**src/dgf_pkg.sv**
```systemverilog
// ----------------------------------------------------------------------------
// dgf_pkg
// Shared types and constants of the decimal digit glyph formatter.
// ----------------------------------------------------------------------------
package dgf_pkg;

  localparam int MAX_SLOTS  = 16;
  localparam int SLOT_W     = $clog2(MAX_SLOTS);
  localparam int COUNT_W    = $clog2(MAX_SLOTS + 1);
  localparam int MAX_DIGITS = 10;
  localparam int NDIG_W     = $clog2(MAX_DIGITS + 1);
  localparam int DIGIT_W    = 4;
  localparam int GLYPH_W    = 5;
  localparam int VALUE_W    = 32;
  localparam int CFG_IDX_W  = 3;

  localparam logic [VALUE_W-1:0] INT_MIN    = 32'h8000_0000;
  localparam logic [GLYPH_W-1:0] NEG_OFFSET = 5'd12;

  // floor(x / 10) == (x * RECIP_10) >> RECIP_SHIFT for any 32-bit x
  localparam logic [VALUE_W-1:0] RECIP_10    = 32'hCCCC_CCCD;
  localparam int                 RECIP_SHIFT = 35;

  localparam logic [1:0] MODE_PLAIN = 2'd0;
  localparam logic [1:0] MODE_BLANK = 2'd1;
  localparam logic [1:0] MODE_FULL  = 2'd2;

  localparam logic [1:0] ALIGN_LEFT   = 2'd0;
  localparam logic [1:0] ALIGN_RIGHT  = 2'd1;
  localparam logic [1:0] ALIGN_CENTER = 2'd2;
  localparam logic [1:0] ALIGN_NONE   = 2'd3;

  localparam logic [CFG_IDX_W-1:0] REG_NUMBER_MODE   = 3'd0;
  localparam logic [CFG_IDX_W-1:0] REG_ALIGN_MODE    = 3'd1;
  localparam logic [CFG_IDX_W-1:0] REG_HIDE_ZEROS    = 3'd2;
  localparam logic [CFG_IDX_W-1:0] REG_DIGIT_SLOTS   = 3'd3;
  localparam logic [CFG_IDX_W-1:0] REG_BLANK_GLYPH   = 3'd4;
  localparam logic [CFG_IDX_W-1:0] REG_NEG_BLANK     = 3'd5;
  localparam logic [CFG_IDX_W-1:0] REG_PLUS_GLYPH    = 3'd6;
  localparam logic [CFG_IDX_W-1:0] REG_MINUS_GLYPH   = 3'd7;

  typedef struct packed {
    logic load;
    logic mul;
    logic sub;
  } unit_ctl_t;

  typedef struct packed {
    logic [DIGIT_W-1:0] digit;
    logic               q_zero;
  } unit_stat_t;

endpackage

```
**src/decimal_digit_glyph_formatter.sv**
```systemverilog
// ----------------------------------------------------------------------------
// decimal_digit_glyph_formatter
// Turns a signed 32-bit value into one glyph per display slot.
// ----------------------------------------------------------------------------
// Sequence: the shared divide-by-ten unit takes a multiply step and a
// remainder step per digit, then a finish step, then the block emits one
// result beat per slot and returns to idle; a new value is accepted only while
// idle. The shared unit produces 0..10 digits, none for zero or a single
// full-mode slot. Results cannot be stalled.
// Reset: synchronous; configuration registers, state and result_valid return to their defaults, block idle.
// ----------------------------------------------------------------------------
module decimal_digit_glyph_formatter (
  input  logic                               clk,
  input  logic                               rst,
  input  logic                               start,
  output logic                               busy,
  input  logic signed [dgf_pkg::VALUE_W-1:0] value,
  input  logic                               cfg_valid,
  output logic                               cfg_ready,
  input  logic [dgf_pkg::CFG_IDX_W-1:0]      cfg_index,
  input  logic [dgf_pkg::GLYPH_W-1:0]        cfg_data,
  output logic                               result_valid,
  output logic [dgf_pkg::SLOT_W-1:0]         slot,
  output logic [dgf_pkg::GLYPH_W-1:0]        glyph,
  output logic                               shown,
  output logic [dgf_pkg::COUNT_W-1:0]        digit_count,
  output logic                               last
);
  import dgf_pkg::*;

  localparam logic [2:0] ST_IDLE = 3'd0;
  localparam logic [2:0] ST_MUL  = 3'd1;
  localparam logic [2:0] ST_SUB  = 3'd2;
  localparam logic [2:0] ST_FIN  = 3'd3;
  localparam logic [2:0] ST_EMIT = 3'd4;

  logic [1:0]         number_mode;
  logic [1:0]         align_mode;
  logic               hide_leading_zeros;
  logic [COUNT_W-1:0] digit_slots;
  logic [GLYPH_W-1:0] blank_glyph;
  logic [GLYPH_W-1:0] negative_blank_glyph;
  logic [GLYPH_W-1:0] plus_glyph;
  logic [GLYPH_W-1:0] minus_glyph;

  logic [2:0]         state;
  logic [2:0]         state_next;
  logic               negative;
  logic [NDIG_W-1:0]  ndig;
  logic [DIGIT_W-1:0] digits [MAX_DIGITS];
  logic [SLOT_W-1:0]  sign_pos;
  logic               sign_en;
  logic [COUNT_W-1:0] count;
  logic [SLOT_W-1:0]  idx;

  logic [COUNT_W-1:0] slots_eff;
  logic [COUNT_W-1:0] room;
  logic               full;
  logic               accept;
  logic [VALUE_W-1:0] raw;
  logic               raw_neg;
  logic [VALUE_W-1:0] raw_mag;
  logic               last_digit;
  logic [COUNT_W-1:0] cnt;
  logic [GLYPH_W-1:0] glyph_next;
  logic               shown_next;

  unit_ctl_t  unit_ctl;
  unit_stat_t unit_stat;

  assign cfg_ready = 1'b1;
  assign busy      = (state != ST_IDLE);
  assign accept    = start && !busy;
  assign full      = (number_mode == MODE_FULL);
  assign slots_eff = (digit_slots > COUNT_W'(MAX_SLOTS)) ? COUNT_W'(MAX_SLOTS) : digit_slots;
  assign room      = full ? slots_eff - 1'b1 : slots_eff;

  assign raw     = (value == INT_MIN) ? '0 : value;
  assign raw_neg = raw[VALUE_W-1];
  assign raw_mag = raw_neg ? (~raw + 1'b1) : raw;

  assign last_digit = unit_stat.q_zero || (COUNT_W'(ndig) + 1'b1 == room);

  assign unit_ctl.load = accept;
  assign unit_ctl.mul  = (state == ST_MUL);
  assign unit_ctl.sub  = (state == ST_SUB);

  dgf_digit_unit u_digit (
    .clk      (clk),
    .ctl      (unit_ctl),
    .load_mag (raw_mag),
    .stat     (unit_stat)
  );

  // configuration registers
  always_ff @(posedge clk) begin
    if (rst) begin
      number_mode          <= MODE_PLAIN;
      align_mode           <= ALIGN_LEFT;
      hide_leading_zeros   <= 1'b0;
      digit_slots          <= 5'd8;
      blank_glyph          <= 5'd10;
      negative_blank_glyph <= 5'd22;
      plus_glyph           <= 5'd11;
      minus_glyph          <= 5'd23;
    end else if (cfg_valid && cfg_ready) begin
      unique case (cfg_index)
        REG_NUMBER_MODE: number_mode          <= cfg_data[1:0];
        REG_ALIGN_MODE:  align_mode           <= cfg_data[1:0];
        REG_HIDE_ZEROS:  hide_leading_zeros   <= cfg_data[0];
        REG_DIGIT_SLOTS: digit_slots          <= cfg_data;
        REG_BLANK_GLYPH: blank_glyph          <= cfg_data;
        REG_NEG_BLANK:   negative_blank_glyph <= cfg_data;
        REG_PLUS_GLYPH:  plus_glyph           <= cfg_data;
        REG_MINUS_GLYPH: minus_glyph          <= cfg_data;
        default: ;
      endcase
    end
  end

  // sequencer
  always_comb begin
    state_next = state;
    unique case (state)
      ST_IDLE: begin
        if (accept && slots_eff != '0) begin
          if (raw_mag == '0 || room == '0) begin
            state_next = ST_FIN;
          end else begin
            state_next = ST_MUL;
          end
        end
      end
      ST_MUL: state_next = ST_SUB;
      ST_SUB: state_next = last_digit ? ST_FIN : ST_MUL;
      ST_FIN: state_next = ST_EMIT;
      ST_EMIT: begin
        if (COUNT_W'(idx) + 1'b1 == slots_eff) begin
          state_next = ST_IDLE;
        end
      end
      default: state_next = ST_IDLE;
    endcase
  end

  always_ff @(posedge clk) begin
    if (rst) begin
      state <= ST_IDLE;
    end else begin
      state <= state_next;
    end
  end

  // final count and sign placement
  always_comb begin
    cnt = COUNT_W'(ndig);
    if (align_mode == ALIGN_RIGHT) begin
      if (!hide_leading_zeros || cnt == slots_eff) begin
        cnt = slots_eff - 1'b1;
      end
    end else if (cnt == slots_eff) begin
      cnt = cnt - 1'b1;
    end
  end

  always_ff @(posedge clk) begin
    if (accept) begin
      negative <= raw_neg;
      if (raw_mag == '0) begin
        digits[0] <= '0;
        ndig      <= NDIG_W'(1);
      end else begin
        ndig <= '0;
      end
    end else if (state == ST_SUB) begin
      digits[ndig] <= unit_stat.digit;
      ndig         <= ndig + 1'b1;
    end
    if (state == ST_FIN) begin
      sign_en  <= full && (align_mode != ALIGN_NONE);
      sign_pos <= cnt[SLOT_W-1:0];
      idx      <= '0;
      if (full && align_mode != ALIGN_NONE) begin
        count <= cnt + 1'b1;
      end else begin
        count <= COUNT_W'(ndig);
      end
    end else if (state == ST_EMIT) begin
      idx <= idx + 1'b1;
    end
  end

  // glyph for the current slot
  always_comb begin
    if (number_mode == MODE_BLANK) begin
      glyph_next = blank_glyph;
      shown_next = 1'b1;
    end else if (full) begin
      glyph_next = negative ? negative_blank_glyph : blank_glyph;
      shown_next = 1'b1;
    end else begin
      glyph_next = '0;
      shown_next = 1'b0;
    end
    if (NDIG_W'(idx) < ndig) begin
      glyph_next = {1'b0, digits[idx]} + ((full && negative) ? NEG_OFFSET : '0);
      shown_next = 1'b1;
    end
    if (sign_en && idx == sign_pos) begin
      glyph_next = negative ? minus_glyph : plus_glyph;
      shown_next = 1'b1;
    end
  end

  always_ff @(posedge clk) begin
    if (rst) begin
      result_valid <= 1'b0;
    end else begin
      result_valid <= (state == ST_EMIT);
    end
  end

  always_ff @(posedge clk) begin
    if (state == ST_EMIT) begin
      slot        <= idx;
      glyph       <= glyph_next;
      shown       <= shown_next;
      digit_count <= count;
      last        <= (COUNT_W'(idx) + 1'b1 == slots_eff);
    end
  end

  // checks
  a_beat_from_emit: assert property (@(posedge clk) disable iff (rst)
    result_valid |-> $past(state) == ST_EMIT)
    else $error("result beat without emit step");

  a_gap_after_last: assert property (@(posedge clk) disable iff (rst)
    result_valid && last |=> !result_valid)
    else $error("result beat right after last beat");

  a_slots_consecutive: assert property (@(posedge clk) disable iff (rst)
    result_valid && !last |=> result_valid && slot == SLOT_W'($past(slot) + 1'b1))
    else $error("slot beats not consecutive");

  a_digit_bound: assert property (@(posedge clk) disable iff (rst)
    busy |-> ndig <= NDIG_W'(MAX_DIGITS))
    else $error("digit count overflow");

endmodule

```
**src/dgf_digit_unit.sv**
```systemverilog
// ----------------------------------------------------------------------------
// dgf_digit_unit
// Shared divide-by-ten unit: one reciprocal multiply, then remainder and
// quotient write-back, yielding one decimal digit per multiply step and write-back step.
// ----------------------------------------------------------------------------
module dgf_digit_unit (
  input  logic                             clk,
  input  dgf_pkg::unit_ctl_t               ctl,
  input  logic [dgf_pkg::VALUE_W-1:0]      load_mag,
  output dgf_pkg::unit_stat_t              stat
);
  import dgf_pkg::*;

  logic [VALUE_W-1:0]   mag;
  logic [VALUE_W-1:0]   q;
  logic [2*VALUE_W-1:0] prod;
  logic [VALUE_W-1:0]   q_times_10;
  logic [VALUE_W-1:0]   rem;

  assign prod       = {{VALUE_W{1'b0}}, mag} * {{VALUE_W{1'b0}}, RECIP_10};
  assign q_times_10 = {q[VALUE_W-4:0], 3'b000} + {q[VALUE_W-2:0], 1'b0};
  assign rem        = mag - q_times_10;

  always_ff @(posedge clk) begin
    if (ctl.load) begin
      mag <= load_mag;
    end else if (ctl.sub) begin
      mag <= q;
    end
    if (ctl.mul) begin
      q <= VALUE_W'(prod >> RECIP_SHIFT);
    end
  end

  assign stat.digit  = rem[DIGIT_W-1:0];
  assign stat.q_zero = (q == '0);

endmodule
```
**config.mk**
```make
export PLATFORM = sky130hd
export DESIGN_NAME = decimal_digit_glyph_formatter
export DESIGN_NICKNAME = d
export VERILOG_FILES = /design/src/dgf_pkg.sv /design/src/decimal_digit_glyph_formatter.sv /design/src/dgf_digit_unit.sv
export SDC_FILE = /design/constraint.sdc
export NUM_CORES = 1
export LEC_CHECK = 0
export BUFFER_PORTS_ARGS = -buffer_cell sky130_fd_sc_hd__buf_2
export CAP_MARGIN = 20
export CORE_MARGIN = 5
export CORE_UTILIZATION = 60
export CTS_CLUSTER_SIZE = 16
export DETAILED_ROUTE_END_ITERATION = 8
export GPL_ROUTABILITY_DRIVEN = 0
export PLACE_DENSITY = 0.75
export SLEW_MARGIN = 20
export SYNTH_ARGS = -nofsm -noshare
export SYNTH_HDL_FRONTEND = slang
export SYNTH_HIERARCHICAL = 1
export SYNTH_SLANG_ARGS = --single-unit
```
**constraint.sdc**
```tcl
create_clock -name clk -period 13.6 [get_ports clk]
set_input_delay 2.72 -clock clk [delete_from_list [all_inputs] [get_ports clk]]
set_output_delay 2.72 -clock clk [all_outputs]
set_load 0.03 [all_outputs]
```
==> results.toml, run 1 <==
[clocking]
hold_buffers = 0
path_clk_slew_ps = 70
cts_inserted_buffers = 17
cts.sinks = 174
cts_setup_buffers = 0
cts_resized = 0
root_buffer = "clkbuf_16"
cts_max_path_buffers = 2
clk_latency_ps = 460
cts_tree = "built"
cts_max_level = 4

[logic_synthesis]
syn_inst = 2444
yosysWarnings = 6
synth-edff-count = 132
synth_area_per_cell_um2 = 10.4
yosysUniqueCellTypes = 80
syn-num-nets = 3236
async_reset_ff_frac = 0
synth_top_area_cell = "fa_1"
yosysMostFrequentCell = "inv_1"
synth-seq-cells = 174
yosysTopAreaCellShare = 0.305
synth_area_leaders = "fa_1 30%, ha_1 18%, edfxtp_1 16%"
ys_seq_area_frac = 0.189
netlist_top_cells_count = "549 x inv_1, 387 x fa_1, 361 x ha_1"
syn_area_um2 = 25400
synthFlopType = "edfxtp_1"

[route]
drt_first_iter_violations = 1561
wl_um = 69700
firstDrtPassIters = 5
drc = 0
viasPerCell = 6.01
avgRoutedWirePerCell_um = 23.0
num_vias = 18200
drtAntennaViolNets = 0

[timing]
grt_setup_unrepaired = "no"
period_minus_slack_ps = 7800
relSlewSlack = 0.310
setup_viol = 0
fin_tns_setup_ps = 0
period_share = 0.573
fmax_mhz = 128
drv_slew = 0
clock_skew_ps = 21.7
worst_pin_slew_ps = 1030
finalHoldViolCount = 0

[finish]
final_util = 0.639
nets = 3265
syn2layout_area_growth_pct = 5.51
antenna_cells = 0
drive_gt1_frac = 0.0688

[worst_setup_path]
rr_worst_depth = 24
critPathLaunch = "u_digit/mag[21]$_DFFE_PP_"
critical_path.cell_chain = "ha_1 > inv_1 > fa_1 > inv_1 > fa_1 > inv_1 > fa_1 > inv_1 > fa_1 > fa_1 > fa_1 > inv_1 > fa_1 > inv_1 > ha_1 > and4_1 > and4_1 > nand3_1 > a211oi_1 > nor3_2 > o21ai_2 > o21ai_0 > o21ai_1 > xnor2_1"
reg2reg_to = "u_digit/q[18]$_DFFE_PP_"
critPathMaxStageDelay_ps = 670
crit_slowest_cell = "ha_1"
regToRegStartpoint = "u_digit/mag[21]$_DFFE_PP_"
cp.required_ps = 13810
cp_max_fo = 6
crit_path_end_kind = "register"
cp-start-kind = "register"
path_class = "register to register"
reg2reg_slack_ps = 5800
worst_path_most_repeated_cell = "fa_1"
cp.arrival_ps = 8000

[floorplan]
rows = 75
fp.dieArea_um2 = 46600
die_x_um = 216
coreArea_um2 = 41900
io_pins = 63
initial_utilization = 0.606
dieHeight_um = 216

[placed_design]
io_buffer_count = 61
dp_hpwl_um = 60000

[grt]
overflow = 0
grt_usage = 0.303
grt_pass1_wl_um = 109000
grt_max_degree = 37
first_global_vias = 19400
antenna_found_initial = 0

[run]
max_cap_viol_count = 0

[hold_path]
whs_endpoint = "digit_count[4]$_DFFE_PP_"
hold_depth = 0
hp-class = "register to register"
hold_path.startpoint = "count[4]$_SDFFCE_PN0P_"

[status]
status = "complete, no violations"
==> cell usage in the layout, fill, tap and decap left out, types with 11 or more instances in the layout <==
master	synthesis	routed
nor2b_1	18	18
nand3_1	25	25
fa_1	387	387
nand2_1	90	90
xnor2_1	68	68
a31oi_1	11	11
and2_1	21	21
a211oi_1	14	14
a211o_1	13	13
o21ai_0	60	60
buf_2	7	61
inv_1	549	549
nor4_1	18	18
a21oi_1	100	100
mux2i_1	26	26
nor2_1	112	112
nand4_1	21	21
dfxtp_1	42	42
clkbuf_16	0	17
xor2_1	59	59
mux2_2	38	38
nor3_1	35	35
nand2b_1	16	16
edfxtp_1	132	132
a21o_1	31	31
ha_1	361	361
==> kinds of logic (layout without fill, tap and decap cells) <==
| logic type | Yosys count | after routing | synth area share |
|---|---|---|---|
| AO/OA/AOI/OAI | 304 | 304 | 0.0781 |
| XOR/XNOR | 127 | 127 | 0.0438 |
| adder cells (fa/ha/maj) | 748 | 748 | 0.482 |
| buffers and inverters | 606 | 648 | 0.0904 |
| flip-flops | 174 | 174 | 0.189 |
| multiplexers | 73 | 73 | 0.0350 |
| other | 2 | 2 | 0.000295 |
| AND/OR/NAND/NOR | 410 | 410 | 0.0809 |
==> worst max-delay path by stage <==
stage | endpoint | slack [ps] | cells after the start
after floorplan | u_digit/q[18]$_DFFE_PP_ | 6950 | 24
after global placement | u_digit/q[23]$_DFFE_PP_ | 5950 | 24
after detailed placement | u_digit/q[18]$_DFFE_PP_ | 5890 | 24
after CTS | u_digit/q[18]$_DFFE_PP_ | 5860 | 24
after global routing | u_digit/q[15]$_DFFE_PP_ | 5480 | 23
final | u_digit/q[18]$_DFFE_PP_ | 5800 | 24
==> state kept, by name (all words and copies together), names as in the netlist, 5 cells and up, named ones only <==
signal                flops
digit_slots               5
u_digit/mag              32
digits                   40
digit_count               5
negative_blank_glyph      5
glyph                     5
blank_glyph               5
u_digit/q                29
plus_glyph                5
count                     5
minus_glyph               5
==> layer usage <==
metal	wire length, µm	global-route usage	share of wire
met5	0	0	0
met4	4930	0.180	0.071
met3	4770	0.0552	0.068
met2	32800	0.493	0.47
met1	27100	0.379	0.39
==> worst max-delay path, delay by kind of cell, from the launching register on <==
family / cells / cell delay [ps]
adders and majority gates: 9 / 4530
DFF: 1 / 570
xor gates and xnor gates: 1 / 90
AOI/OAI and AO/OA: 4 / 1200
buffers and inverters: 6 / 360
and+or+nand+nor: 4 / 780
==> stage by stage <==
step | cell area [µm²] | hold slack (ps) | worst slack [ps] | instances
CTS | 26800 | 422 | 5860 | 3025
global placement | 26200 | 403 | 5950 | 2993
floorplan | 25400 | 400 | 6950 | 2444
finish | 26800 | 419 | 5800 | 3025
global route | 26800 | 430 | 5480 | 3025
detailed placement | 26200 | 409 | 5890 | 2993
==> area by class of cell <==
type,instances,area [µm²]
Inverter,550,2060
Tap cell,539,674
Clock buffer,18,429
Multi-Input combinational cell,1664,18300
Clock inverter,14,178
Sequential cell,174,4800
Fill cell,3301,15100
Timing Repair Buffer,66,343
Power of run 1 is left out: the tool's default activity adds up to more than one toggle a clock period on the data nets, which glitch-free logic cannot reach.
==> inputs of run 2 (changes only) <==
--- a/config.mk
+++ b/config.mk
@@ -8,11 +8,11 @@
 export BUFFER_PORTS_ARGS = -buffer_cell sky130_fd_sc_hd__buf_2
 export CAP_MARGIN = 20
 export CORE_MARGIN = 5
-export CORE_UTILIZATION = 60
+export CORE_UTILIZATION = 59
 export CTS_CLUSTER_SIZE = 16
 export DETAILED_ROUTE_END_ITERATION = 8
 export GPL_ROUTABILITY_DRIVEN = 0
-export PLACE_DENSITY = 0.75
+export PLACE_DENSITY = 0.77
 export SLEW_MARGIN = 20
 export SYNTH_ARGS = -nofsm -noshare
 export SYNTH_HDL_FRONTEND = slang
==> constraint.sdc (replaced) <==
create_clock -name clk -period 6.4 [get_ports clk]
set_input_delay 1.28 -clock clk [delete_from_list [all_inputs] [get_ports clk]]
set_output_delay 1.28 -clock clk [all_outputs]
set_load 0.03 [all_outputs]
==> run 2 against run 1 <==
Compared with the run above: the flow now finishes with violations (setup timing); core utilization increased by 8.0 points; sequential share of layout area decreased by 2.3 points; worst setup slack got worse by 6500 ps; die area increased by 1.6%; final cell count increased by 14%; via count increased by 12%; clock skew decreased by 4.8 ps; critical path depth decreased by 2; clock-buffer cell count decreased by 1; flip-flop and latch count unchanged; cell area increased by 15%; register-to-register slack got worse by 6500 ps.
==> results.toml, run 2 (same netlist as run 1, synthesis figures left out) <==
[worst_setup_path]
critPathMaxStageDelay_ps = 530
cp_max_fo = 5
critical_path.cell_chain = "buf_4 > ha_1 > buf_4 > xor2_1 > buf_4 > a21o_1 > fa_1 > fa_1 > fa_1 > fa_1 > fa_1 > ha_1 > ha_1 > a21o_1 > a21o_1 > a21o_1 > a41o_1 > nor2_4 > o211ai_1 > a31o_2 > a21oi_2 > xnor2_1"
path_class = "register to register"
cp-start-kind = "register"
cp.required_ps = 6570
critical-path-top-delay-family = "adder cells"
cp.arrival_ps = 7260
critPathBufInv = 3
crit_path_end_kind = "register"
crit_slowest_cell = "fa_1"
worst_path_most_repeated_cell = "fa_1"

[floorplan]
die_x_um = 218
io_pins = 63
coreArea_um2 = 42900
dieHeight_um = 218
initial_utilization = 0.593
fp.dieArea_um2 = 47300
rows = 76

[route]
avgRoutedWirePerCell_um = 23.0
num_vias = 20300
drc = 0
wl_um = 78900
drt_first_iter_violations = 2056
drtAntennaViolNets = 0
firstDrtPassIters = 8
viasPerCell = 5.92

[finish]
reg_top3 = "digits (40), u_digit/mag (32), u_digit/q (29)"
layout_common_cells = "523 x inv_1, 376 x fa_1, 346 x buf_4"
largest_register = "digits"
syn2layout_area_growth_pct = 21.3
final_cells = 3438
mostFrequentLayoutCell = "inv_1"
nets = 3632
drive_gt1_frac = 0.243
design_area_um2 = 30800
antenna_cells = 0
largest_reg_flops = 40

[grt]
grt_pass1_wl_um = 120000
antenna_found_initial = 0
grtUsageMet2 = 0.547
busiest_layer = "met2"
met3_usage = 0.0601
grt_max_degree = 37
first_global_vias = 21800
met1_usage = 0.407
grt_usage = 0.330
overflow = 0

[clocking]
clk_latency_ps = 450
cts_inserted_buffers = 17
cts_max_level = 4
cts_max_path_buffers = 2
cts_tree = "built"
hold_buffers = 0
path_clk_slew_ps = 80
root_buffer = "clkbuf_16"
cts.sinks = 174

[hold_path]
hp-class = "register to register"

[placed_design]
dp.cells = 3363
placed_cell_area_um2 = 29000
dp_hpwl_um = 64300
io_buffer_count = 61

[run]
max_cap_viol_count = 0

[timing]
clock_skew_ps = 16.8
period_minus_slack_ps = 7090
fin_tns_setup_ps = -14760
grt_setup_unrepaired = "yes"
drv_slew = 0
setup_ws_ps = -690
setup_viol = 29
relSlewSlack = 0.287
period_share = 1.11
finalHoldViolCount = 0
fmax_mhz = 141
worst_pin_slew_ps = 1040

[status]
status = "finished with violations"
violations = "setup timing"
run 2: cell count changes in the layout (fill, tap and decap cells not counted), sizes merged:
cell | before | now
buf | 66 | 433
clkbuf | 18 | 17
clkinv | 5 | 8
bufinv | 2 | 0
run 2: final timing paths:
path,startpoint,end,slack [ps],cells past startpoint
min,count[1]$_DFFE_PP_,digit_count[1]$_DFFE_PP_,430,0
max,u_digit/mag[7]$_DFFE_PP_,u_digit/q[28]$_DFFE_PP_,-690,22
min reg2reg,count[1]$_DFFE_PP_,digit_count[1]$_DFFE_PP_,430,0
max reg2reg,u_digit/mag[7]$_DFFE_PP_,u_digit/q[28]$_DFFE_PP_,-690,22
run 2: stage by stage:
| step | setup slack [ps] | hold slack, ps | utilization |
|---|---|---|---|
| 2_1_floorplan | -6.45 | 400 | - |
| 3_3_place_gp | -672 | 420 | 0.676 |
| 3_5_place_dp | -850 | 413 | 0.676 |
| 4_1_cts | -543 | 431 | 0.703 |
| 5_1_grt | -830 | 442 | 0.719 |
| 6_report | -690 | 431 | 0.719 |
run 2: area by class of cell:
type	instances	area, µm²
well taps	585	732
inverters	550	2070
clock buffers	17	425
fillers	2780	12000
multi-input cells	1664	19400
flip-flops and latches	174	4800
repair buffers	433	3210
clock inverters	15	204
run 2: repair_timing:
| item | in CTS | in global routing |
|---|---|---|
| gates cloned | 0 | 0 |
| setup endpoints to repair | 29 | 29 |
| gates resized for setup | 77 | 117 |
| buffers inserted | 23 | 22 |
| pin swaps | 47 | 77 |
run 2: routing by layer:
metal	routed length, µm	share of wire
met1	28700	0.36
met2	37300	0.47
met3	6710	0.085
met4	6230	0.079
met5	0	0
Power of run 2 is left out for the same reason.
==> inputs of run 3 (changes only) <==
--- a/config.mk
+++ b/config.mk
@@ -7,12 +7,15 @@
 export LEC_CHECK = 0
 export BUFFER_PORTS_ARGS = -buffer_cell sky130_fd_sc_hd__buf_2
 export CAP_MARGIN = 20
+export CELL_PAD_IN_SITES_DETAIL_PLACEMENT = 0
+export CELL_PAD_IN_SITES_GLOBAL_PLACEMENT = 2
 export CORE_MARGIN = 5
-export CORE_UTILIZATION = 59
+export CORE_UTILIZATION = 40
 export CTS_CLUSTER_SIZE = 16
 export DETAILED_ROUTE_END_ITERATION = 8
 export GPL_ROUTABILITY_DRIVEN = 0
-export PLACE_DENSITY = 0.77
+export PLACE_DENSITY = 0.78
+export SKIP_LAST_GASP = 1
 export SLEW_MARGIN = 20
 export SYNTH_ARGS = -nofsm -noshare
 export SYNTH_HDL_FRONTEND = slang
==> run 3 against run 2 <==
Compared with the run above: the run still ends with setup timing left; core utilization down 22 points; maximum frequency up 4.5%; clock skew up 6.5 ps; non-clock buffer count up 13; cell area up 1.4%; worst setup slack better by 300 ps; via count down 7.3%; register-to-register slack better by 300 ps; critical path type unchanged; critical endpoint unchanged; highest routed layer unchanged.
==> results.toml, run 3 (same netlist as run 1, synthesis figures left out) <==
[hold_path]
hold_path.startpoint = "count[0]$_DFFE_PP_"
hp-class = "register to register"
whs_endpoint = "digit_count[0]$_DFFE_PP_"
hold_depth = 0

[worst_setup_path]
crit_slowest_cell = "fa_1"
cp-start-kind = "register"
reg2reg_slack_ps = -390
cp.required_ps = 6620
regToRegStartpoint = "u_digit/mag[18]$_DFFE_PP_"
path_class = "register to register"
reg2reg_to = "u_digit/q[28]$_DFFE_PP_"
cp.arrival_ps = 7010
worst_path_most_repeated_cell = "fa_1"
cp_max_fo = 5
rr_worst_depth = 26
critPathMaxStageDelay_ps = 590
critPathLaunch = "u_digit/mag[18]$_DFFE_PP_"
crit_path_end_kind = "register"

[timing]
fin_tns_setup_ps = -7230
holdWs_ps = 412
period_share = 1.06
drv_slew = 0
clock_skew_ps = 23.3
fmax_mhz = 147
finalHoldViolCount = 0
worst_pin_slew_ps = 1050
grt_setup_unrepaired = "yes"
setup_viol = 28
setup_ws_ps = -387
period_minus_slack_ps = 6790
relSlewSlack = 0.302

[grt]
overflow = 0
grt_pass1_wl_um = 121000
grt_usage = 0.237
first_global_vias = 20600
antenna_found_initial = 0
grt_max_degree = 37

[clocking]
cts_inserted_buffers = 17
root_buffer = "clkbuf_16"
cts_max_level = 4
clk_latency_ps = 480
cts.sinks = 174
path_clk_slew_ps = 80
cts_tree = "built"
cts_max_path_buffers = 2

[route]
viasPerCell = 5.08
drc = 0
drtAntennaViolNets = 0
drt_first_iter_violations = 904
wl_um = 79000
num_vias = 18900
avgRoutedWirePerCell_um = 21.3
firstDrtPassIters = 5

[finish]
drive_gt1_frac = 0.251
antenna_cells = 0
multiInputGateArea_um2 = 19400
layout_common_cells = "525 x inv_1, 369 x fa_1, 363 x buf_4"
final_cells = 3712
largest_register = "digits"
largest_reg_flops = 40
nFillCells = 5853
syn2layout_area_growth_pct = 23.1
mostFrequentLayoutCell = "inv_1"
regArea_um2 = 4800
nets = 3645
reg_top3 = "digits (40), u_digit/mag (32), u_digit/q (29)"

[status]
violations = "setup timing"
status = "finished with violations"

[floorplan]
initial_utilization = 0.404
fp.dieArea_um2 = 68700
die_x_um = 262
rows = 92
io_pins = 63
dieHeight_um = 262
coreArea_um2 = 63000

[run]
max_cap_viol_count = 0

[placed_design]
post-place-ws_ps = -775
io_buffer_count = 61
dp.cells = 3639
dp_hpwl_um = 69000
-- run 3: cell count changes in the layout (fill, tap and decap cells not counted), moves of 4 or more --
cell / previous run / this run
fa_1: 376 / 369
ha_2: 4 / 8
ha_1: 318 / 304
buf_4: 346 / 363
fa_2: 11 / 18
ha_4: 39 / 49
buf_6: 24 / 19
a21oi_4: 5 / 0
a21oi_2: 9 / 13
-- run 3: cell type report --
class                      count  share of cell area
multi-input combinational   1664               0.621
sequential                   174               0.154
timing repair buffer         446               0.106
inverter                     550              0.0661
tap                          846              0.0338
clock buffer                  17              0.0136
clock inverter                15             0.00616
-- run 3: per-layer routing --
| layer | global-route usage | share of wire | up-vias |
|---|---|---|---|
| met1 | 0.300 | 0.42 | 9513 |
| met3 | 0.0388 | 0.039 | 127 |
| met2 | 0.401 | 0.49 | 389 |
| met5 | 0 | 0 | - |
| met4 | 0.105 | 0.052 | 0 |
| li1 | - | - | 8834 |
-- run 3: timing repair --
action                     4_1_cts  5_1_grt
hold buffers                     0        0
pin swaps                      110       61
setup buffers                   32       17
setup endpoints to repair       29       29
resized for setup              128       60
-- run 3: worst max-delay path by stage --
stage / end / slack (ps) / cells after the start
2_1_floorplan: u_digit/q[23]$_DFFE_PP_ / -6 / 23
3_3_place_gp: u_digit/q[16]$_DFFE_PP_ / -720 / 22
3_5_place_dp: u_digit/q[16]$_DFFE_PP_ / -780 / 23
4_1_cts: u_digit/q[14]$_DFFE_PP_ / -460 / 24
5_1_grt: u_digit/q[28]$_DFFE_PP_ / -650 / 26
6_report: u_digit/q[28]$_DFFE_PP_ / -390 / 26
-- run 3: metrics by stage --
step | cell area (µm²) | util
3_3_place_gp | 29500 | 0.468
6_report | 31300 | 0.497
5_1_grt | 31300 | 0.497
2_1_floorplan | 25700 | -
4_1_cts | 30900 | 0.491
3_5_place_dp | 29500 | 0.468
-- run 3: worst max-delay path, delay by kind of cell, from the launching register on --
family | cells | cell delay (ps)
adders and majority gates | 9 | 4130
AOI/OAI and AO/OA | 5 | 670
buffers and inverters | 8 | 650
DFF | 1 | 500
and+or+nand+nor | 3 | 470
xor gates and xnor gates | 1 | 120
Power of run 3 is left out for the same reason.
